==> src/design/wcc_pkg.sv <==
// ----------------------------------------------------------------------------
// wcc_pkg: shared types and constants
// Widths and the status struct passed between the correlation engine parts.
// ----------------------------------------------------------------------------
`default_nettype none
package wcc_pkg;
  localparam int SAMPLE_W = 16;
  localparam int PROD_W   = 32;
  localparam int ACC_W    = 48;
  localparam int QUO_W    = 32;
  localparam int LAGCFG_W = 7;
  localparam int LAGOUT_W = 6;
  localparam logic ACT_PUSH    = 1'b0;
  localparam logic ACT_COMPUTE = 1'b1;

  typedef struct packed {
    logic start;
    logic busy;
  } div_ctl_t;
endpackage
`default_nettype wire

==> src/design/windowed_cross_correlation.sv <==
// ----------------------------------------------------------------------------
// windowed_cross_correlation: windowed cross-correlation engine
// Stores sample pairs in two window RAMs and emits normalised lag sums.
// ----------------------------------------------------------------------------
// Usage. Items enter on in_valid/in_ready with in_action, in_x_sample and
// in_y_sample. A push item (action 0) writes one pair into the x and y
// window RAMs at the write pointer, so pushes stream one per cycle while
// the engine is idle. A compute item (action 1) walks the windows: it first
// sums the reference energy over the whole window, then for each lag m it
// multiplies and accumulates through the RAM read ports, divides the sum in
// the bit-serial divider and hands over the result. The multiply-accumulate
// walk and the divider set the time. Results leave on out_valid/out_ready
// from an output register; the engine waits in the handover state while
// the receiver stalls, and in_ready is low for the whole compute. lag_count
// is to be written by cfg_we/cfg_data only when idle; the block itself does
// not enforce this. Reset (rst_n low, synchronous) sets the write pointer
// to zero, lag_count to 32, and clears both RAMs with a pass over every
// address during which no item is accepted.
// ----------------------------------------------------------------------------
`default_nettype none
module windowed_cross_correlation #(
  parameter int WINDOW = 64
) (
  input  wire logic        clk,
  input  wire logic        rst_n,
  input  wire logic        in_valid,
  output logic             in_ready,
  input  wire logic        in_action,
  input  wire logic signed [15:0] in_x_sample,
  input  wire logic signed [15:0] in_y_sample,
  output logic             out_valid,
  input  wire logic        out_ready,
  output logic [5:0]       out_lag_index,
  output logic signed [31:0] out_correlation,
  output logic             out_zero_reference,
  output logic             out_last,
  input  wire logic        cfg_we,
  input  wire logic [6:0]  cfg_data
);
  localparam int AW = (WINDOW > 1) ? $clog2(WINDOW) : 1;
  localparam int LW = $clog2(WINDOW + 1);

  typedef enum logic [2:0] {
    S_CLEAR, S_IDLE, S_REF, S_LAG, S_DIV, S_OUT
  } state_t;

  state_t state_r;
  logic [AW-1:0] wp_r, clr_r;
  logic [6:0]    lag_cfg_r;
  logic [LW-1:0] lags_r, m_r, n_r, cnt_r;
  logic          pend_r;   // read issued last cycle, data valid now
  logic          last_rd_r;
  logic signed [wcc_pkg::ACC_W-1:0] ref_r, acc_r;
  logic signed [wcc_pkg::PROD_W-1:0] prod;
  logic signed [15:0] xr, yr;
  logic [AW-1:0] xa, ya, wa;
  logic [AW:0]   xsum, ysum;
  logic          we;
  logic [15:0]   wx, wy;
  wcc_pkg::div_ctl_t dctl;
  logic          ddone;
  logic signed [31:0] dq;
  logic [LW-1:0] lags_eff;

  assign lags_eff = (lag_cfg_r > 7'(WINDOW)) ? LW'(WINDOW) : LW'(lag_cfg_r);

  // The offsets stay below twice the window, so one conditional subtract wraps.
  always_comb begin
    xsum = {1'b0, wp_r} + (AW+1)'(n_r) + (AW+1)'(m_r);
    ysum = {1'b0, wp_r} + (AW+1)'(n_r);
    xa = (xsum >= (AW+1)'(WINDOW)) ? AW'(xsum - (AW+1)'(WINDOW)) : xsum[AW-1:0];
    ya = (ysum >= (AW+1)'(WINDOW)) ? AW'(ysum - (AW+1)'(WINDOW)) : ysum[AW-1:0];
    if (state_r == S_REF) begin
      xa = ya;
    end
  end

  assign we = (state_r == S_CLEAR) ||
              (state_r == S_IDLE && in_valid && in_action == wcc_pkg::ACT_PUSH);
  assign wa = (state_r == S_CLEAR) ? clr_r : wp_r;
  assign wx = (state_r == S_CLEAR) ? 16'h0 : in_x_sample;
  assign wy = (state_r == S_CLEAR) ? 16'h0 : in_y_sample;

  wcc_ram #(.WIDTH(16), .DEPTH(WINDOW)) u_xram (
    .clk(clk), .we(we), .waddr(wa), .wdata(wx), .raddr(xa), .rdata(xr));
  wcc_ram #(.WIDTH(16), .DEPTH(WINDOW)) u_yram (
    .clk(clk), .we(we), .waddr(wa), .wdata(wy), .raddr(ya), .rdata(yr));

  assign prod = xr * yr;

  // The divider starts on the cycle the last product of the lag arrives.
  assign dctl.start = (state_r == S_LAG) && pend_r && (cnt_r == '0) && last_rd_r;
  assign dctl.busy  = (state_r == S_DIV);

  wcc_div u_div (
    .clk(clk), .rst_n(rst_n), .start(dctl.start), .num(acc_r + wcc_pkg::ACC_W'(prod)),
    .den(ref_r), .done(ddone), .quo(dq));

  assign in_ready = (state_r == S_IDLE);

  always_ff @(posedge clk) begin
    if (!rst_n) begin
      state_r   <= S_CLEAR;
      clr_r     <= '0;
      wp_r      <= '0;
      lag_cfg_r <= 7'd32;
      out_valid <= 1'b0;
      pend_r    <= 1'b0;
      last_rd_r <= 1'b0;
    end else begin
      if (cfg_we) begin
        lag_cfg_r <= cfg_data;
      end
      unique case (state_r)
        S_CLEAR: begin
          clr_r <= clr_r + 1'b1;
          if (clr_r == AW'(WINDOW - 1)) begin
            state_r <= S_IDLE;
          end
        end
        S_IDLE: begin
          if (in_valid) begin
            if (in_action == wcc_pkg::ACT_PUSH) begin
              wp_r <= (wp_r == AW'(WINDOW - 1)) ? '0 : wp_r + 1'b1;
            end else if (lags_eff >= LW'(2)) begin
              lags_r    <= lags_eff;
              state_r   <= S_REF;
              n_r       <= '0;
              m_r       <= '0;
              cnt_r     <= LW'(WINDOW);
              acc_r     <= '0;
              pend_r    <= 1'b0;
            end
          end
        end
        S_REF: begin
          // Reads issue while cnt_r > 0; each product accumulates in the next cycle.
          if (pend_r) begin
            acc_r <= acc_r + wcc_pkg::ACC_W'(prod);
          end
          if (cnt_r != '0) begin
            n_r    <= n_r + 1'b1;
            cnt_r  <= cnt_r - 1'b1;
            pend_r <= 1'b1;
          end else begin
            // The final product is still in flight here and joins the sum.
            ref_r     <= acc_r + (pend_r ? wcc_pkg::ACC_W'(prod) : '0);
            acc_r     <= '0;
            pend_r    <= 1'b0;
            m_r       <= LW'(1);
            n_r       <= '0;
            cnt_r     <= lags_r - LW'(1);
            last_rd_r <= 1'b0;
            state_r   <= S_LAG;
          end
        end
        S_LAG: begin
          if (pend_r) begin
            acc_r <= acc_r + wcc_pkg::ACC_W'(prod);
          end
          if (cnt_r != '0) begin
            cnt_r     <= cnt_r - 1'b1;
            pend_r    <= 1'b1;
            last_rd_r <= (cnt_r == LW'(1));
            n_r       <= (cnt_r == LW'(1)) ? '0 : n_r + 1'b1;
          end else begin
            pend_r  <= 1'b0;
            state_r <= S_DIV;
          end
        end
        S_DIV: begin
          if (ddone) begin
            out_lag_index      <= m_r[5:0];
            out_zero_reference <= (ref_r == '0);
            out_correlation    <= (ref_r == '0) ? '0 : dq;
            out_last           <= (m_r + LW'(1) == lags_r);
            out_valid          <= 1'b1;
            state_r            <= S_OUT;
          end
        end
        S_OUT: begin
          if (out_ready) begin
            out_valid <= 1'b0;
            acc_r     <= '0;
            last_rd_r <= 1'b0;
            if (m_r + LW'(1) == lags_r) begin
              state_r <= S_IDLE;
            end else begin
              m_r     <= m_r + 1'b1;
              n_r     <= '0;
              cnt_r   <= lags_r - m_r - LW'(1);
              state_r <= S_LAG;
            end
          end
        end
        default: state_r <= S_IDLE;
      endcase
    end
  end
endmodule
`default_nettype wire

==> src/design/wcc_ram.sv <==
// ----------------------------------------------------------------------------
// wcc_ram: generic single-port-write, single-port-read RAM
// One write and one registered read per cycle.
// ----------------------------------------------------------------------------
`default_nettype none
module wcc_ram #(
  parameter int WIDTH = 16,
  parameter int DEPTH = 64
) (
  input  wire logic                     clk,
  input  wire logic                     we,
  input  wire logic [$clog2(DEPTH)-1:0] waddr,
  input  wire logic [WIDTH-1:0]         wdata,
  input  wire logic [$clog2(DEPTH)-1:0] raddr,
  output logic      [WIDTH-1:0]         rdata
);
  logic [WIDTH-1:0] mem [DEPTH];
  always_ff @(posedge clk) begin
    if (we) begin
      mem[waddr] <= wdata;
    end
    rdata <= mem[raddr];
  end
endmodule
`default_nettype wire

==> src/design/wcc_div.sv <==
// ----------------------------------------------------------------------------
// wcc_div: signed restoring divider, one quotient bit per cycle
// Computes (num * 65536) / den truncated toward zero, saturated to 32 bits.
// ----------------------------------------------------------------------------
`default_nettype none
module wcc_div (
  input  wire logic                         clk,
  input  wire logic                         rst_n,
  input  wire logic                         start,
  input  wire logic signed [wcc_pkg::ACC_W-1:0] num,
  input  wire logic signed [wcc_pkg::ACC_W-1:0] den,
  output logic                              done,
  output logic signed [wcc_pkg::QUO_W-1:0]  quo
);
  localparam int NW = wcc_pkg::ACC_W + 16;
  localparam int CW = $clog2(NW + 1);

  logic [NW-1:0]     n_r;
  logic [NW-1:0]     q_r;
  logic [NW:0]       rem_r;
  logic [NW-1:0]     d_r;
  logic              neg_r;
  logic              run_r;
  logic [CW-1:0]     cnt_r;
  logic [NW:0]       trial;
  logic [NW-1:0]     qmag;
  logic [NW:0]       qs;
  logic signed [NW:0] qv;

  logic [NW-1:0] an, ad;
  assign an = num[wcc_pkg::ACC_W-1] ? NW'(-{{16{num[wcc_pkg::ACC_W-1]}}, num}) << 16
                                     : NW'({{16{1'b0}}, num}) << 16;
  assign ad = den[wcc_pkg::ACC_W-1] ? NW'(-{{16{den[wcc_pkg::ACC_W-1]}}, den})
                                     : NW'({{16{1'b0}}, den});
  assign trial = {rem_r[NW-1:0], n_r[NW-1]} - {1'b0, d_r};

  always_ff @(posedge clk) begin
    if (!rst_n) begin
      run_r <= 1'b0;
      done  <= 1'b0;
      cnt_r <= '0;
    end else begin
      done <= 1'b0;
      if (start) begin
        run_r <= 1'b1;
        cnt_r <= CW'(NW);
      end else if (run_r) begin
        cnt_r <= cnt_r - 1'b1;
        if (cnt_r == CW'(1)) begin
          run_r <= 1'b0;
          done  <= 1'b1;
        end
      end
    end
    if (start) begin
      n_r   <= an;
      d_r   <= ad;
      rem_r <= '0;
      q_r   <= '0;
      neg_r <= num[wcc_pkg::ACC_W-1] ^ den[wcc_pkg::ACC_W-1];
    end else if (run_r) begin
      n_r <= {n_r[NW-2:0], 1'b0};
      if (!trial[NW]) begin
        rem_r <= trial;
        q_r   <= {q_r[NW-2:0], 1'b1};
      end else begin
        rem_r <= {rem_r[NW-1:0], n_r[NW-1]};
        q_r   <= {q_r[NW-2:0], 1'b0};
      end
    end
  end

  assign qmag = q_r;
  assign qs   = {1'b0, qmag};
  assign qv   = neg_r ? -$signed(qs) : $signed(qs);
  always_comb begin
    if (qv > $signed({{(NW-31){1'b0}}, 31'h7fffffff})) begin
      quo = 32'sh7fffffff;
    end else if (qv < -$signed({{(NW-31){1'b0}}, 31'h7fffffff}) - 1) begin
      quo = 32'sh80000000;
    end else begin
      quo = qv[31:0];
    end
  end
endmodule
`default_nettype wire

==> config.mk <==
export PLATFORM = sky130hd
export DESIGN_NAME = windowed_cross_correlation
export DESIGN_NICKNAME = d
export VERILOG_FILES = /design/src/design/wcc_pkg.sv /design/src/design/windowed_cross_correlation.sv /design/src/design/wcc_ram.sv /design/src/design/wcc_div.sv
export SDC_FILE = /design/constraint.sdc
export NUM_CORES = 2
export LEC_CHECK = 0
export BUFFER_PORTS_ARGS = -buffer_cell sky130_fd_sc_hd__buf_2
export CAP_MARGIN = 15
export CORE_MARGIN = 10
export CORE_UTILIZATION = 35
export DETAILED_ROUTE_END_ITERATION = 12
export SLEW_MARGIN = 20
export SYNTH_ARGS = -nofsm -noshare
export SYNTH_HDL_FRONTEND = slang
export SYNTH_SLANG_ARGS = --single-unit
export TNS_END_PERCENT = 10
==> constraint.sdc <==
create_clock -name clk -period 21.5 [get_ports clk]
set_input_delay 2.15 -clock clk [delete_from_list [all_inputs] [get_ports clk]]
set_output_delay 2.15 -clock clk [all_outputs]
set_load 0.02 [all_outputs]
==> results.md <==
* Initial antenna violation count at 15
* CP Launch Point: u_xram.rdata[7]$_DFF_P_
* Tot GR Track Use at 15.9%
* Critical path's most frequent cell: fa_1
* Synth Area in Simple Gates at 6.75%
* Max Buffers Root-to-Sink at 4
* Sw Share at 39.9%
* Die Wd at 608 um
* Max-Cap Viols at 0
* Postcts setup bufs at 0
* Synth Flop Type: edfxtp_1
* Leak Pwr at 45.4 nW
* Synth cell types at 102
* Vias in the first global route at 70,900
* Crit Path Max Fanout at 16
* Routed met3 length at 18.2 mm
* RSZ-0062 raised after global routing: no
* Count of buffers from port buffering at 86
* Setup Viol. Count Final at 0
* Final Critical Period at 11.02 ns
* Setup_tns at 0 ns
* DRC at 0
* WL met1 at 129 mm
* Clock Power Share at 23.7%
* FMAX at 90.7 MHz
* Slowest cell on crit path: o31ai_1
* Post-synthesis mux area share at 13.1%
* Layout fillers at 31,300
* Area growth from synthesis to layout at 12.5%
* Arr. time, crit path at 11.69 ns
* Ports at 87
* Final clock skew at 0.0762 ns
* Min-Delay Path Depth at 2
* Routed len/inst at 23.5 um
* Compound-gate portion of the synthesized area at 6.55%
* Final WL at 303 mm
* Hold WC Path Type: flip-flop to flip-flop
* Fraction of the mapped netlist area in adder cells at 7.22%
* Worst Hold Slack at 0.485 ns
* VDD IR max at 404 uV
* CP Launch Type: flip-flop
* Crit path largest cell delay at 0.79 ns
* Final GP Congestion at 0.844
* Area share of xor/xnor cells in the synthesized design at 2.66%
* Post-Syn Area at 121,000 um^2
* Synth area leader: edfxtp_1
* Highest routed layer: met5
* Slew Limit Headroom at 25.7%
* Pins Over Slew Limit at 0
* Mean Syn Cell Area at 15.1 um^2
* Die Y at 608 um
* PD cells at 140 nW/um^2
* Final period util at 51.3%
* Final core utilization at 39.6%
* Reg clk slew, reported paths at 0.06 ns
* H-tree lvl count at 5
* Synth top area share at 57.8%
* Post-synth EDFFs at 2,324
* Hold EP: u_div.rem_r[8]$_SDFFE_PP0P_
* Comb power frac at 47.9%
* Routed Antenna Nets at 0
* Die area at 369,000 um^2
* Reg-to-Reg Start: u_xram.rdata[7]$_DFF_P_
* Design area at 136,000 um^2
* Crit Path Class: flip-flop to flip-flop
* Pint at 0.0114 W
* Number of DRC violations after detailed-routing iteration 0 at 6,471
* Worst Tran Pin Value at 1.11 ns
* Via count at 69,100
* Top-count cell post-synth: edfxtp_1
* Reg power frac at 28.4%
* Worst r2r dst: u_div.n_r[63]$_DFFE_PP_
* CP endpoint kind: flip-flop
* Hold buffers post-CTS at 0
* Nets at 8,688
* Clock Latency Late Sink at 0.90 ns
* Post-cts sizing count at 0
* Std-Cell Rows at 215
* FFs w/ async S/R, synth at 0%
* CTS tree: yes
* First-pass GRT wire length at 456 mm
* Synth top cells by count: edfxtp_1 (2,324), mux4_2 (592), inv_1 (462)
* Syn Inst Count at 8,004
* Pin count of the biggest net entering global routing at 98
* Setup slack, reg-to-reg at 10.48 ns
* Worst Reg-to-Reg Cells at 32
* Hold Startpoint: u_div.rem_r[8]$_SDFFE_PP0P_
* Crit path required time at 22.17 ns
* Yosys reg bits at 2,518
* Share of cells above drive strength 1 at 16.7%
* DP HPWL at 191 mm
* TritonCTS Sinks at 2,518
* Core Area at 344,000 um^2
* Drt pass-1 iters at 8
* Met2 wire len at 148 mm
* Inserted Clock Buffers at 276
* Largest family of logic cells by synthesized area: multiplexers
* P_sw at 0.00757 W
* Top post-synthesis cells by area: edfxtp_1 (58%), mux4_2 (11%), fa_1 (4.4%)
* Status: completed
* Initial core utilization at 35.2%
* Final hold viol count at 0
* Vias per cell at 5.36
* Placed cell area at 127,000 um^2
* YS warnings at 0
* Total gr overflow at 0
* Root buffer cell: clkbuf_16
* Register area share after synthesis at 61.0%
[final cells by class]
class                   count  area, um^2  share of cell area [%]
flip-flops and latches   2518       73700                    54.2
multi-input cells        4625       44700                    32.9
clock buffers             343        7420                    5.46
well taps                4557        5700                    4.20
inverters                 464        1750                    1.29
repair buffers            222        1560                    1.15
clock inverters           148        1120                   0.823
diodes                      5        12.5                 0.00921
[logic make-up after synthesis]
| kind of cell | count (synthesis) |
|---|---|
| DFF | 2518 |
| and+or+nand+nor | 1630 |
| AOI/OAI and AO/OA | 1241 |
| buffers and inverters | 876 |
| muxes | 836 |
| adders and majority gates | 536 |
| xor gates and xnor gates | 366 |
| other | 1 |
[critical path, delay by kind of cell (launching register included)]
family	cells	cell delay [ns]
AO/OA/AOI/OAI	13	4.03
XOR/XNOR	2	0.43
adder cells (fa/ha/maj)	8	3.53
buffers and inverters	4	0.24
flip-flops	1	0.78
AND/OR/NAND/NOR	5	1.78
[cells in the final DEF, fill, tap and decap left out, types with 35 or more instances in the layout]
master / synthesis / final
a21oi_1: 369 / 365
buf_2: 12 / 86
buf_4: 2 / 128
a21o_1: 98 / 98
o21a_1: 36 / 36
and2_1: 206 / 174
mux4_2: 592 / 592
nand3_1: 86 / 85
a31oi_1: 50 / 50
inv_1: 462 / 460
nor3_1: 78 / 77
nand4_1: 46 / 46
nand2b_1: 47 / 47
xor2_1: 107 / 105
ha_1: 268 / 267
edfxtp_1: 2324 / 2324
nand2_1: 431 / 431
nor2_1: 411 / 346
clkbuf_16: 0 / 285
and3_1: 36 / 35
xnor2_1: 258 / 254
mux2i_1: 241 / 240
nor2b_1: 107 / 107
dfxtp_1: 194 / 192
nor2_4: 0 / 65
a211oi_1: 141 / 136
clkinv_1: 1 / 60
o21ai_0: 261 / 260
clkbuf_1: 315 / 51
or3_1: 38 / 37
clkinv_2: 0 / 47
o31ai_1: 51 / 51
fa_1: 268 / 267
[sequential cells by signal, indices dropped and copies added (netlist names), 7 cells and up]
register         flops
u_xram.mem        1024
u_yram.mem        1024
u_div.d_r           64
u_div.q_r           64
u_div.rem_r         64
acc_r               48
ref_r               48
u_div.n_r           48
out_correlation     32
u_xram.rdata        16
u_yram.rdata        16
cnt_r                7
lag_cfg_r            7
lags_r               7
m_r                  7
u_div.cnt_r          7
[metal layers]
metal	vias up	track usage (%)
met4	4	4.08
met2	2088	26.7
met5	-	0
met3	472	2.49
met1	35700	21.5
li1	30800	-
[through the flow]
stage | cells | total power [W] | worst slack (ns)
3_3_place_gp | 12400 | 0.0144 | 10.27
5_1_grt | 12900 | 0.0204 | 9.65
6_report | 12900 | 0.0190 | 10.48
3_5_place_dp | 12400 | 0.0144 | 10.35
2_1_floorplan | 8019 | 0.0123 | 11.46
4_1_cts | 12900 | 0.0190 | 10.31
[power by group through the flow]
| stage | clock network, W | logic (W) | registers (W) |
|---|---|---|---|
| 2_1_floorplan | 0 | 0.00686 | 0.00546 |
| 3_3_place_gp | 0 | 0.00887 | 0.00549 |
| 3_5_place_dp | 0 | 0.00892 | 0.00549 |
| 4_1_cts | 0.00462 | 0.00895 | 0.00539 |
| 5_1_grt | 0.00481 | 0.0102 | 0.00539 |
| 6_report | 0.00451 | 0.00909 | 0.00539 |
[worst max-delay path by stage]
stage,endpoint,cells past startpoint,slack (ns)
4_1_cts,u_div.n_r[63]$_DFFE_PP_,32,10.31
3_3_place_gp,u_div.n_r[63]$_DFFE_PP_,34,10.27
3_5_place_dp,u_div.n_r[63]$_DFFE_PP_,31,10.35
5_1_grt,u_div.n_r[63]$_DFFE_PP_,37,9.65
2_1_floorplan,u_div.n_r[62]$_DFFE_PP_,35,11.46
6_report,u_div.n_r[63]$_DFFE_PP_,32,10.48
No activity file was read; power rests on OpenSTA's default activity.
